--- src/design/lsp_pkg.sv ---
// ----------------------------------------------------------------------------
// lsp_pkg
// shared widths, command codes and constants of the line sensor position core
// ----------------------------------------------------------------------------
`default_nettype none

package lsp_pkg;

	localparam int SAMPLE_FIELDS = 5;
	localparam int SAMPLE_W      = 12;
	localparam int HALF_W        = 11;
	localparam int MIN_W         = 12;
	localparam int DEN_W         = 8;
	localparam int SCALED_W      = 15;
	localparam int POS_W         = 10;
	localparam int MAP_W         = 8;
	localparam int CMD_W         = 2;
	localparam int CFG_IDX_W     = 1;
	localparam int CFG_W         = 11;
	localparam int LINE_THR_W    = 8;
	localparam int S_TDATA_W     = 64;
	localparam int M_TDATA_W     = 24;

	// shared divider: quotient bits and counter width
	localparam int QUO_W    = 15;
	localparam int QBITS_W  = 4;
	localparam logic [QBITS_W-1:0] SCALED_Q = QBITS_W'(SCALED_W);
	localparam logic [QBITS_W-1:0] POS_Q    = QBITS_W'(POS_W);

	typedef enum logic [CMD_W-1:0] {
		CMD_RESTART = 2'd0,
		CMD_CAL     = 2'd1,
		CMD_DENOM   = 2'd2,
		CMD_READ    = 2'd3
	} cmd_t;

	localparam logic [CFG_IDX_W-1:0] REG_NOISE_THR = 1'b0;
	localparam logic [CFG_IDX_W-1:0] REG_LINE_THR  = 1'b1;

	localparam logic [MIN_W-1:0]      CAL_MIN_RST  = 12'd4095;
	localparam logic [LINE_THR_W-1:0] LINE_THR_RST = 8'd5;

	localparam int SCALE_MUL = 10;
	localparam int POS_STEP  = 100;

	// x / 10 as (x * 52429) >> 19, exact over the 11-bit span
	localparam int DIV_PROD_W  = 27;
	localparam int DIV10_MUL   = 52429;
	localparam int DIV10_SHIFT = 19;

	localparam logic [POS_W-1:0] POS_LEFT   = 10'd100;
	localparam logic [POS_W-1:0] POS_CENTER = 10'd300;
	localparam logic [POS_W-1:0] LOST_LOW   = 10'd200;
	localparam logic [POS_W-1:0] LOST_HIGH  = 10'd400;

endpackage

`default_nettype wire

--- src/design/lsp_div.sv ---
// ----------------------------------------------------------------------------
// lsp_div
// restoring divider, one quotient bit per cycle, quotient bit count per op
// ----------------------------------------------------------------------------
`default_nettype none

module lsp_div
	import lsp_pkg::*;
#(
	parameter int DVD_W = 27,
	parameter int DVS_W = 18
) (
	input  logic               clk,
	input  logic               arst_n,
	input  logic               start,
	input  logic [DVD_W-1:0]   dividend,
	input  logic [DVS_W-1:0]   divisor,
	input  logic [QBITS_W-1:0] qbits,
	output logic               done,
	output logic [QUO_W-1:0]   quotient
);

	localparam int SH_W  = DVS_W + QUO_W - 1;
	localparam int CMP_W = (DVD_W > SH_W) ? DVD_W : SH_W;

	logic [DVD_W-1:0]   rem_q;
	logic [SH_W-1:0]    dsh_q;
	logic [QUO_W-1:0]   quo_q;
	logic [QBITS_W-1:0] cnt_q;
	logic               busy_q;
	logic               done_q;

	logic [CMP_W-1:0] rem_x;
	logic [CMP_W-1:0] dsh_x;
	logic [CMP_W-1:0] rem_sub;
	logic             fits;
	logic [SH_W-1:0]  dsh_load;

	assign rem_x    = CMP_W'(rem_q);
	assign dsh_x    = CMP_W'(dsh_q);
	assign fits     = rem_x >= dsh_x;
	assign rem_sub  = rem_x - dsh_x;
	assign dsh_load = SH_W'(divisor) << (qbits - QBITS_W'(1));

	always_ff @(posedge clk or negedge arst_n) begin
		if (!arst_n) begin
			busy_q <= 1'b0;
			done_q <= 1'b0;
			cnt_q  <= '0;
		end else begin
			done_q <= 1'b0;
			if (start) begin
				busy_q <= 1'b1;
				cnt_q  <= qbits;
			end else if (busy_q) begin
				cnt_q <= cnt_q - QBITS_W'(1);
				if (cnt_q == QBITS_W'(1)) begin
					busy_q <= 1'b0;
					done_q <= 1'b1;
				end
			end
		end
	end

	always_ff @(posedge clk) begin
		if (start) begin
			rem_q <= dividend;
			dsh_q <= dsh_load;
			quo_q <= '0;
		end else if (busy_q) begin
			if (fits) begin
				rem_q <= DVD_W'(rem_sub);
			end
			dsh_q <= dsh_q >> 1;
			quo_q <= {quo_q[QUO_W-2:0], fits};
		end
	end

	assign done     = done_q;
	assign quotient = quo_q;

endmodule

`default_nettype wire

--- src/design/line_sensor_position_core.sv ---
// ----------------------------------------------------------------------------
// line_sensor_position_core
// calibrated weighted-average line position from a row of reflectance sensors
// ----------------------------------------------------------------------------
// channel  direction  signals                       beat contents
// s_*      in         s_tvalid s_tready s_tdata     tdata: sample_0..sample_4
//                     s_tuser                       tuser: command
// m_*      out        m_tvalid m_tready m_tdata     tdata: position, hit map
//                     m_tuser                       tuser: line_lost
// cfg_*    in         cfg_valid cfg_ready           index 0 noise, 1 line thr
//                     cfg_index cfg_data
//
// restart resets calibration without leaving idle; calibration sample and denominators step through the sensors in turn
// a read steps through the sensors: each non-quiet sensor's scaling and
// the final average of a non-empty map share one restoring divider, one quotient bit a cycle
// s_tready is high only while the sequencer is idle
// a finished result waits in the output register; the next beat is taken
// meanwhile, and the sequencer stalls only when a second result is ready
// reset restores calibration, denominators and thresholds at once
// ----------------------------------------------------------------------------
`default_nettype none

module line_sensor_position_core
	import lsp_pkg::*;
#(
	parameter int SENSOR_COUNT = 5
) (
	input  logic                  clk,
	input  logic                  arst_n,
	input  logic                  s_tvalid,
	output logic                  s_tready,
	input  logic [S_TDATA_W-1:0]  s_tdata,   // sample_0 .. sample_4, 12 bits each
	input  logic [CMD_W-1:0]      s_tuser,   // command
	output logic                  m_tvalid,
	input  logic                  m_tready,
	output logic [M_TDATA_W-1:0]  m_tdata,   // position, hit map
	output logic [0:0]            m_tuser,   // line_lost
	input  logic                  cfg_valid,
	output logic                  cfg_ready,
	input  logic [CFG_IDX_W-1:0]  cfg_index,
	input  logic [CFG_W-1:0]      cfg_data
);

	localparam int IDX_W      = $clog2(SENSOR_COUNT);
	localparam int SCALED_MAX = ((1 << HALF_W) - 1) * SCALE_MUL;
	localparam int TOTAL_W    = $clog2(SENSOR_COUNT * SCALED_MAX + 1);
	localparam int WT_W       = $clog2(SENSOR_COUNT * POS_STEP + 1);
	localparam int WEIGHT_W   =
		$clog2(SCALED_MAX * POS_STEP * SENSOR_COUNT * (SENSOR_COUNT + 1) / 2 + 1);
	localparam logic [POS_W-1:0] POS_RIGHT = POS_W'(SENSOR_COUNT * POS_STEP);
	localparam logic [IDX_W-1:0] IDX_LAST  = IDX_W'(SENSOR_COUNT - 1);

	typedef enum logic [8:0] {
		ST_IDLE      = 9'b000000001,
		ST_CAL       = 9'b000000010,
		ST_DEN       = 9'b000000100,
		ST_RD_PREP   = 9'b000001000,
		ST_RD_WAIT   = 9'b000010000,
		ST_RD_ACC    = 9'b000100000,
		ST_FIN_START = 9'b001000000,
		ST_FIN_WAIT  = 9'b010000000,
		ST_PUT       = 9'b100000000
	} state_t;

	state_t state_q;
	logic [IDX_W-1:0]      idx_q;
	logic [HALF_W-1:0]     samp_q [SENSOR_COUNT];
	logic [MIN_W-1:0]      min_q  [SENSOR_COUNT];
	logic [HALF_W-1:0]     max_q  [SENSOR_COUNT];
	logic [DEN_W-1:0]      den_q  [SENSOR_COUNT];
	logic [CFG_W-1:0]      noise_q;
	logic [LINE_THR_W-1:0] line_q;
	logic [POS_W-1:0]      prev_pos_q;
	logic                  lost_q;
	logic [WEIGHT_W-1:0]   weighted_q;
	logic [TOTAL_W-1:0]    total_q;
	logic [SENSOR_COUNT-1:0] map_q;
	logic [SCALED_W-1:0]   scaled_q;
	logic                  m_tvalid_q;
	logic [POS_W-1:0]      out_pos_q;
	logic [MAP_W-1:0]      out_map_q;
	logic                  out_lost_q;

	logic [HALF_W-1:0]     samp_in [SENSOR_COUNT];
	logic                  in_beat;
	cmd_t                  cmd;

	for (genvar i = 0; i < SENSOR_COUNT; i++) begin : g_samp
		if (i < SAMPLE_FIELDS) begin : g_live
			assign samp_in[i] = s_tdata[i*SAMPLE_W+1 +: HALF_W];
		end else begin : g_pad
			assign samp_in[i] = '0;
		end
	end

	assign s_tready  = (state_q == ST_IDLE);
	assign in_beat   = s_tvalid && s_tready;
	assign cmd       = cmd_t'(s_tuser);
	assign cfg_ready = 1'b1;

	// current sensor
	logic [HALF_W-1:0]     v;
	logic [MIN_W-1:0]      mn;
	logic [HALF_W-1:0]     mx;
	logic [DEN_W-1:0]      dn;
	logic [MIN_W-1:0]      vlo;
	logic [MIN_W-1:0]      vc;
	logic [HALF_W-1:0]     diff;
	logic [SCALED_W-1:0]   dvd10;
	logic                  quiet;
	logic                  span_ok;
	logic [HALF_W-1:0]     span;
	logic [DIV_PROD_W-1:0] span_prod;
	logic [DEN_W-1:0]      den_new;
	logic [WT_W-1:0]       wt;
	logic [POS_W-1:0]      snap_pos;
	logic                  out_load;

	assign v  = samp_q[idx_q];
	assign mn = min_q[idx_q];
	assign mx = max_q[idx_q];
	assign dn = den_q[idx_q];

	assign vlo   = (MIN_W'(v) < mn) ? mn : MIN_W'(v);
	assign vc    = (vlo > MIN_W'(mx)) ? MIN_W'(mx) : vlo;
	assign diff  = (vc >= mn) ? HALF_W'(vc - mn) : '0;
	assign dvd10 = SCALED_W'(diff) * SCALED_W'(SCALE_MUL);
	assign quiet = (dn == '0) || (vc < MIN_W'(noise_q));

	assign span_ok   = MIN_W'(mx) >= mn;
	assign span      = HALF_W'(MIN_W'(mx) - mn);
	assign span_prod = DIV_PROD_W'(span) * DIV_PROD_W'(DIV10_MUL);
	assign den_new   = span_prod[DIV10_SHIFT +: DEN_W];

	assign wt = (WT_W'(idx_q) + WT_W'(1)) * WT_W'(POS_STEP);

	always_comb begin
		if (prev_pos_q < LOST_LOW) begin
			snap_pos = POS_LEFT;
		end else if (prev_pos_q > LOST_HIGH) begin
			snap_pos = POS_RIGHT;
		end else begin
			snap_pos = POS_CENTER;
		end
	end

	// shared divider
	logic                  div_start;
	logic [WEIGHT_W-1:0]   div_dvd;
	logic [TOTAL_W-1:0]    div_dvs;
	logic [QBITS_W-1:0]    div_qbits;
	logic                  div_done;
	logic [QUO_W-1:0]      div_quo;

	always_comb begin
		if (state_q == ST_FIN_START) begin
			div_start = (map_q != '0);
			div_dvd   = weighted_q;
			div_dvs   = total_q;
			div_qbits = POS_Q;
		end else begin
			div_start = (state_q == ST_RD_PREP) && !quiet;
			div_dvd   = WEIGHT_W'(dvd10);
			div_dvs   = TOTAL_W'(dn);
			div_qbits = SCALED_Q;
		end
	end

	lsp_div #(
		.DVD_W (WEIGHT_W),
		.DVS_W (TOTAL_W)
	) u_div (
		.clk      (clk),
		.arst_n   (arst_n),
		.start    (div_start),
		.dividend (div_dvd),
		.divisor  (div_dvs),
		.qbits    (div_qbits),
		.done     (div_done),
		.quotient (div_quo)
	);

	assign out_load = (state_q == ST_PUT) && (!m_tvalid_q || m_tready);

	always_ff @(posedge clk or negedge arst_n) begin
		if (!arst_n) begin
			state_q    <= ST_IDLE;
			idx_q      <= '0;
			noise_q    <= '0;
			line_q     <= LINE_THR_RST;
			prev_pos_q <= '0;
			lost_q     <= 1'b0;
			weighted_q <= '0;
			total_q    <= '0;
			map_q      <= '0;
			scaled_q   <= '0;
			m_tvalid_q <= 1'b0;
			for (int i = 0; i < SENSOR_COUNT; i++) begin
				min_q[i] <= CAL_MIN_RST;
				max_q[i] <= '0;
				den_q[i] <= '0;
			end
		end else begin
			if (cfg_valid) begin
				case (cfg_index)
					REG_NOISE_THR: noise_q <= cfg_data;
					REG_LINE_THR:  line_q  <= cfg_data[LINE_THR_W-1:0];
					default: ;
				endcase
			end

			if (m_tvalid_q && m_tready && !out_load) begin
				m_tvalid_q <= 1'b0;
			end

			case (state_q)
				ST_IDLE: begin
					idx_q <= '0;
					if (in_beat) begin
						case (cmd)
							CMD_RESTART: begin
								for (int i = 0; i < SENSOR_COUNT; i++) begin
									min_q[i] <= CAL_MIN_RST;
									max_q[i] <= '0;
								end
							end
							CMD_CAL:   state_q <= ST_CAL;
							CMD_DENOM: state_q <= ST_DEN;
							CMD_READ: begin
								weighted_q <= '0;
								total_q    <= '0;
								map_q      <= '0;
								state_q    <= ST_RD_PREP;
							end
							default: ;
						endcase
					end
				end
				ST_CAL: begin
					if (MIN_W'(v) < mn) begin
						min_q[idx_q] <= MIN_W'(v);
					end
					if (v > mx) begin
						max_q[idx_q] <= v;
					end
					if (idx_q == IDX_LAST) begin
						state_q <= ST_IDLE;
					end else begin
						idx_q <= idx_q + IDX_W'(1);
					end
				end
				ST_DEN: begin
					den_q[idx_q] <= span_ok ? den_new : '0;
					if (idx_q == IDX_LAST) begin
						state_q <= ST_IDLE;
					end else begin
						idx_q <= idx_q + IDX_W'(1);
					end
				end
				ST_RD_PREP: begin
					if (quiet) begin
						scaled_q <= '0;
						state_q  <= ST_RD_ACC;
					end else begin
						state_q <= ST_RD_WAIT;
					end
				end
				ST_RD_WAIT: begin
					if (div_done) begin
						scaled_q <= div_quo[SCALED_W-1:0];
						state_q  <= ST_RD_ACC;
					end
				end
				ST_RD_ACC: begin
					weighted_q <= weighted_q + WEIGHT_W'(scaled_q) * WEIGHT_W'(wt);
					total_q    <= total_q + TOTAL_W'(scaled_q);
					if (scaled_q > SCALED_W'(line_q)) begin
						map_q[idx_q] <= 1'b1;
					end
					if (idx_q == IDX_LAST) begin
						state_q <= ST_FIN_START;
					end else begin
						idx_q   <= idx_q + IDX_W'(1);
						state_q <= ST_RD_PREP;
					end
				end
				ST_FIN_START: begin
					if (map_q == '0) begin
						prev_pos_q <= snap_pos;
						lost_q     <= 1'b1;
						state_q    <= ST_PUT;
					end else begin
						lost_q  <= 1'b0;
						state_q <= ST_FIN_WAIT;
					end
				end
				ST_FIN_WAIT: begin
					if (div_done) begin
						prev_pos_q <= div_quo[POS_W-1:0];
						state_q    <= ST_PUT;
					end
				end
				ST_PUT: begin
					if (out_load) begin
						m_tvalid_q <= 1'b1;
						state_q    <= ST_IDLE;
					end
				end
				default: state_q <= ST_IDLE;
			endcase
		end
	end

	always_ff @(posedge clk) begin
		if (in_beat) begin
			for (int i = 0; i < SENSOR_COUNT; i++) begin
				samp_q[i] <= samp_in[i];
			end
		end
		if (out_load) begin
			out_pos_q  <= prev_pos_q;
			out_map_q  <= MAP_W'(map_q);
			out_lost_q <= lost_q;
		end
	end

	assign m_tvalid = m_tvalid_q;
	assign m_tdata  = M_TDATA_W'({out_map_q, out_pos_q});
	assign m_tuser  = out_lost_q;

	// lost line snaps to one of three positions
	assert property (@(posedge clk) disable iff (!arst_n)
		m_tvalid && m_tuser[0] |-> m_tdata[POS_W-1:0] == POS_LEFT ||
			m_tdata[POS_W-1:0] == POS_CENTER || m_tdata[POS_W-1:0] == POS_RIGHT)
		else $error("lost position off the snap points");

	// a tracked line has at least one sensor in the map
	assert property (@(posedge clk) disable iff (!arst_n)
		m_tvalid && !m_tuser[0] |-> m_tdata[POS_W +: MAP_W] != '0)
		else $error("line seen with empty map");

	assert property (@(posedge clk) disable iff (!arst_n)
		m_tvalid |-> m_tdata[POS_W-1:0] <= POS_RIGHT)
		else $error("position beyond rightmost sensor");

	// divider results land only where the sequencer waits for them
	assert property (@(posedge clk) disable iff (!arst_n)
		div_done |-> state_q == ST_RD_WAIT || state_q == ST_FIN_WAIT)
		else $error("divider done outside a wait state");

	assert property (@(posedge clk) disable iff (!arst_n)
		div_start |=> !div_done)
		else $error("divider done right after start");

endmodule

`default_nettype wire
--- config.mk ---
export PLATFORM = sky130hd
export DESIGN_NAME = line_sensor_position_core
export DESIGN_NICKNAME = d
export VERILOG_FILES = /design/src/design/lsp_pkg.sv /design/src/design/lsp_div.sv /design/src/design/line_sensor_position_core.sv
export SDC_FILE = /design/constraint.sdc
export NUM_CORES = 1
export LEC_CHECK = 0
export BUFFER_PORTS_ARGS = -buffer_cell sky130_fd_sc_hd__buf_2
export CAP_MARGIN = 20
export CORE_MARGIN = 5
export CORE_UTILIZATION = 25
export DETAILED_ROUTE_END_ITERATION = 6
export PLACE_DENSITY_LB_ADDON = 0.2
export SYNTH_ARGS = -nofsm -noshare
export SYNTH_HDL_FRONTEND = slang
export SYNTH_SLANG_ARGS = --single-unit
--- constraint.sdc ---
create_clock -name clk -period 16 [get_ports clk]
set_input_delay 2.4 -clock clk [delete_from_list [all_inputs] [get_ports clk]]
set_output_delay 2.4 -clock clk [all_outputs]
set_load 0.03 [all_outputs]
**Yosys cells after proc, flatten, opt, wreduce, memory -nomap -nowiden**

Memories as Yosys holds them, arrays and structs flattened.
Cells that the tools add are included.

- Output and inout bits: 28
- Bits in registers: 353
- Bits in writable memories: 55
- Logic and storage cells: 216
- Input port bits: 83
- Memories kept: 1

- Add/sub/neg operators: 9
- $mul: 4
- Magnitude comparators: 14
- Multiplexer cells: 85
- Bitwise logic cells: 3
- Shifts and indexed selects: 1
- Equal/unequal tests: 28
- Reduce and logical (&&, ||, !) cells: 36

Memories:

| name | words | width | rd ports | clocked after Yosys merged registers in | wr ports | line | source |
|---|---|---|---|---|---|---|---|
| samp_q | 5 | 11 | 1 | 0 | 5 | line_sensor_position_core.sv:67 | `logic [HALF_W-1:0] samp_q [SENSOR_COUNT];` |

Operators with widths:

| operator | number |
|---|---|
| $mux 60 | 3 |
| $mux 55 | 3 |
| $mux 25 | 6 |
| $pmux 60 s2 | 1 |
| $pmux 55 s2 | 1 |
| $pmux 9 s8 | 1 |
| $mux 31 | 2 |
| $bwmux 60 | 1 |
| $mux 12 | 5 |
| $bwmux 55 | 1 |
| $mux 9 | 6 |
| $mux 17 | 3 |
| $pmux 25 s2 | 1 |
| $mux 11 | 4 |
| $bwmux 40 | 1 |
| $mux 8 | 5 |
| $bmux 12 s3 | 1 |
| $demux 12 s3 | 1 |
| $pmux 17 s2 | 1 |
| $bmux 11 s3 | 1 |
| $demux 11 s3 | 1 |
| $ge 25x31->1 | 1 |
| $shl 17x4->31 | 1 |
| $mux 10 | 3 |
| other kinds (72) | 126 |

**Logic depth before layout (Yosys ltp)**

- Depth in word-level cells: 15
- Gate-level depth with buffers: 51
- Depth with buffers taken out: 44

**Hierarchy**

Synthesis repeated with hierarchy kept, for this count alone.

- Cell total of the unflattened synthesis: 3207
- Area, all modules: 30190.2 µm²

Modules (own cells, without submodules):

| module | area an instance (µm²) | times used | cells an instance | sequential area each (µm²) |
|---|---|---|---|---|
| line_sensor_position_core | 24503.5 | 1 | 2574 | 8667.1 |
| lsp_div | 5686.7 | 1 | 633 | 2132.0 |

**Worst setup path after synthesis**

OpenSTA, ideal clock, no wires.

- Kind: register to register
- Start: register idx_q[1]
- End: register u_div.rem_q[12], data pin
- Path buffers: 9
- Data required time: 15.740 ns
- Slack: 6.757 ns
- Arrival time: 8.983 ns
- Library setup time: 0.260 ns
- Period minus slack after synthesis: 9.243 ns
- Stages on the path, launching flop included: 50
- Cells stage by stage: dfrtp_1 > buf_6 > buf_6 > buf_6 > buf_4 > buf_4 > buf_2 > mux2i_1 > o21ai_0 > a221oi_1 > ha_1 > nand4_1 > o21ai_0 > a31oi_1 > o21ai_0 > o21ai_1 > clkbuf_1 > nor2_1 > [14 not listed] > o31a_1 > o21a_1 > o41ai_4 > clkbuf_1 > nor2_1 > ha_1 > ha_1 > inv_1 > fa_1 > nor2b_1 > o21a_1 > o21ai_0 > a21oi_1 > o21ai_0 > nand2b_1 > xnor2_1 > a21oi_1 > mux2_2

- Word-level cells in the longest chain between the ends: 14
- Elaborated cells on any way between the ends: 27
- Classes of those cells: add/sub: 1; mul: 1; order compare: 4; mux: 15; bitwise: 1; reduce/logical: 4; memory: 1

Ends and longest elaborated chain:

| element | line | source |
|---|---|---|
| start: declaration | line_sensor_position_core.sv:66 | `logic [IDX_W-1:0] idx_q;` |
| start signal: assignment | line_sensor_position_core.sv:249 | `idx_q <= idx_q + IDX_W'(1);` |
| start signal: assignment | line_sensor_position_core.sv:257 | `idx_q <= idx_q + IDX_W'(1);` |
| start signal: assignment | line_sensor_position_core.sv:283 | `idx_q <= idx_q + IDX_W'(1);` |
| branches (longest 13 deep; another with $mul 11x3->14) | -- |  |
| $mux 25 * | lsp_div.sv:66 | `if (start) begin` |
| end signal: assignment | lsp_div.sv:67 | `rem_q <= dividend;` |
| end signal: assignment | lsp_div.sv:72 | `rem_q <= DVD_W'(rem_sub);` |
| end: declaration | lsp_div.sv:26 | `logic [DVD_W-1:0] rem_q;` |

Every way passes the cells marked *. The select of a mux whose other input is x is not followed.
A chain may end at the register's enable or synchronous reset.

**Worst setup path in the final report**

- Start: register idx_q[2]
- End: register u_div.rem_q[12], data pin

Same word-level chain as after synthesis.

==> impl_metrics.yaml <==
logic_synthesis:
  synth_ff_type: "dfrtp_1"
  yosysSeqAreaShare: 0.375
  yosys-top-cells-area: "dfrtp_1 (17%), edfxtp_1 (13%), ha_1 (12%)"
  yosys.cell_types.count: 104
  synth_top_area_frac: 0.175
  synth_edf_count: 127
  ys_ff_latch: 406
  synthArstFlopShare: 0.650
  syn_area_mm2: 0.0288
  postSynthAreaPerCell_um2: 9.87
  synthCells: 2915
  yosysTopAreaCell: "dfrtp_1"
  yosys_warnings: 0
sta:
  fin_worst_skew_ns: 0.0458
  finalSetupViolCount: 0
  slew_violations: 0
  finalHoldViolCount: 0
  min_period_ns: 11.02
  worstMarginPinSlew_ns: 1.15
  timing.fmax_ghz: 0.0908
  rsz0062_at_grt: "false"
  finalCritPeriodShare: 0.689
  totalNegativeSetupSlack_ns: 0
  slew_headroom: 0.231
global_routing:
  grt_usage: 0.143
  overflow: 0
  grt_pass1_vias: 21700
  antenna_found_initial: 8
  grt_pass1_wl_mm: 135
  grt_max_degree: 72
setup_path:
  startpoint_type: "flip-flop"
  slowest_stage: "nor2_1"
  cpPeakStageDelay_ns: 0.83
  cp.required_ns: 16.36
  critPathMaxFanout: 22
  timing_worst_setup_path_type: "reg2reg"
  arrival_ns: 11.38
  end_kind: "flip-flop"
layout:
  mostFrequentLayoutCell: "nand2_1"
  ff_latch_area_mm2: 0.0108
  layout-drive-gt1-share: 0.124
  multiInputGateArea_mm2: 0.0164
  area_growth_pct: 13.6
  final_cell_mix: "nand2_1 (356), ha_1 (266), inv_1 (263), dfrtp_1 (198), nor2_1 (194)"
  nets: 3442
  fill_cells: 12100
cts:
  ctsHoldBuffers: 0
  clk_path_buf_depth: 3
  cts_resized: 0
  cts_root_buffer: "clkbuf_16"
  cts_setup_buffers: 0
  cts_tree: "done"
  cts_buffers: 52
  clk_latency_ns: 0.65
  cts.clk_slew.worst_paths_ns: 0.06
  htreeDepth: 2
  clock_sinks: 406
floorplanning:
  core_mm2: 0.114
  die_area_mm2: 0.122
  io_pins: 111
  rows: 124
  die_w_um: 349
  die_y_um: 349
  start_util: 0.252
drt:
  viasPerCell: 4.69
  first_pass_iters: 5
  vias: 21300
  wl_per_cell_um: 19.4
  drcViolationCount: 0
  drtIter0Drc: 1299
  final_antenna_net_count: 0
  wl_mm: 88.0
worst_hold_path:
  hold_path.class: "reg2reg"
outcome:
  status: "complete, no violations"
place:
  portBuffers: 91
  dp_hpwl_mm: 65.9
  gp_congestion: 0.816
job:
  drv_cap: 0
==> area by class of cell <==
class / instances / share of cell area
Antenna cell: 5 / 0.000383
Clock buffer: 72 / 0.0449
Clock inverter: 26 / 0.0106
Inverter: 268 / 0.0308
Multi-Input combinational cell: 2129 / 0.502
Sequential cell: 406 / 0.331
Tap cell: 1512 / 0.0579
Timing Repair Buffer: 127 / 0.0226
==> per-layer routing <==
layer	global-route usage	up-vias	routed length [um]
met5	0	-	19
met3	0.0247	94	4730
li1	-	10400	-
met1	0.212	10400	44000
met2	0.217	397	37700
met4	0.0288	2	1560
==> path summary, 6_finish.rpt <==
kind                           start         endpoint  slack, ns  cells past startpoint
min reg2reg                min_q[11]        min_q[11]       0.46                      2
max                         idx_q[2]  u_div.rem_q[12]       4.98                     42
max reg2reg                 idx_q[2]  u_div.rem_q[12]       4.98                     42
max in group asynchronous     arst_n         max_q[8]      11.17                      4
min in group asynchronous     arst_n      noise_q[10]       1.70                      1
min                        min_q[11]        min_q[11]       0.46                      2
==> critical path: cells and delay by family (launching register included) <==
family          cells  cell delay [ns]
mux                 1             0.28
flops               1             0.40
buf+inv             5             1.50
xor+xnor            1             0.21
compound gates     18             4.07
simple gates       11             2.68
fa+ha+maj           6             1.56
==> registers in the layout, indices dropped and copies added, names as in the netlist, 5 cells and up <==
register / flops
line_q: 8
out_pos_q: 10
u_div.quotient: 15
map_q: 5
prev_pos_q: 10
max_q: 55
weighted_q: 23
min_q: 60
u_div.rem_q: 25
samp_q: 55
u_div.dsh_q: 31
total_q: 17
den_q: 40
scaled_q: 15
noise_q: 11
state_q: 9
out_map_q: 5
==> synth_stat cells (47+ instances only) <==
master	n
a21oi_1	136
a22o_1	71
clkbuf_1	59
dfrtp_1	201
dfstp_2	63
edfxtp_1	127
fa_1	109
ha_1	266
inv_1	264
mux2i_1	87
nand2_1	356
nand3_1	74
nor2_1	194
o211ai_1	47
o21ai_0	176
xnor2_1	64
==> per-stage QoR <==
stage | worst slack (ns) | instance area, um^2 | utilization | instances | hold slack [ns]
floorplan | 6.76 | 28800 | - | 2926 | 0.426
global placement | 4.99 | 30800 | 0.270 | 4441 | 0.447
detailed placement | 4.93 | 30800 | 0.270 | 4441 | 0.449
CTS | 4.93 | 32700 | 0.286 | 4539 | 0.459
global route | 4.03 | 32700 | 0.286 | 4541 | 0.471
finish | 4.98 | 32700 | 0.286 | 4545 | 0.458
==> cells by family after synthesis <==
logic type,after synthesis,synth area share
mux,126,0.0509
fa+ha+maj,375,0.192
simple gates,843,0.136
flops,406,0.375
other cells,2,0.000261
xor+xnor,104,0.0317
buf+inv,391,0.0574
compound gates,668,0.156
Power is not shown: default switching activity piles up to over one toggle a cycle in this logic, so the estimate is an artifact.
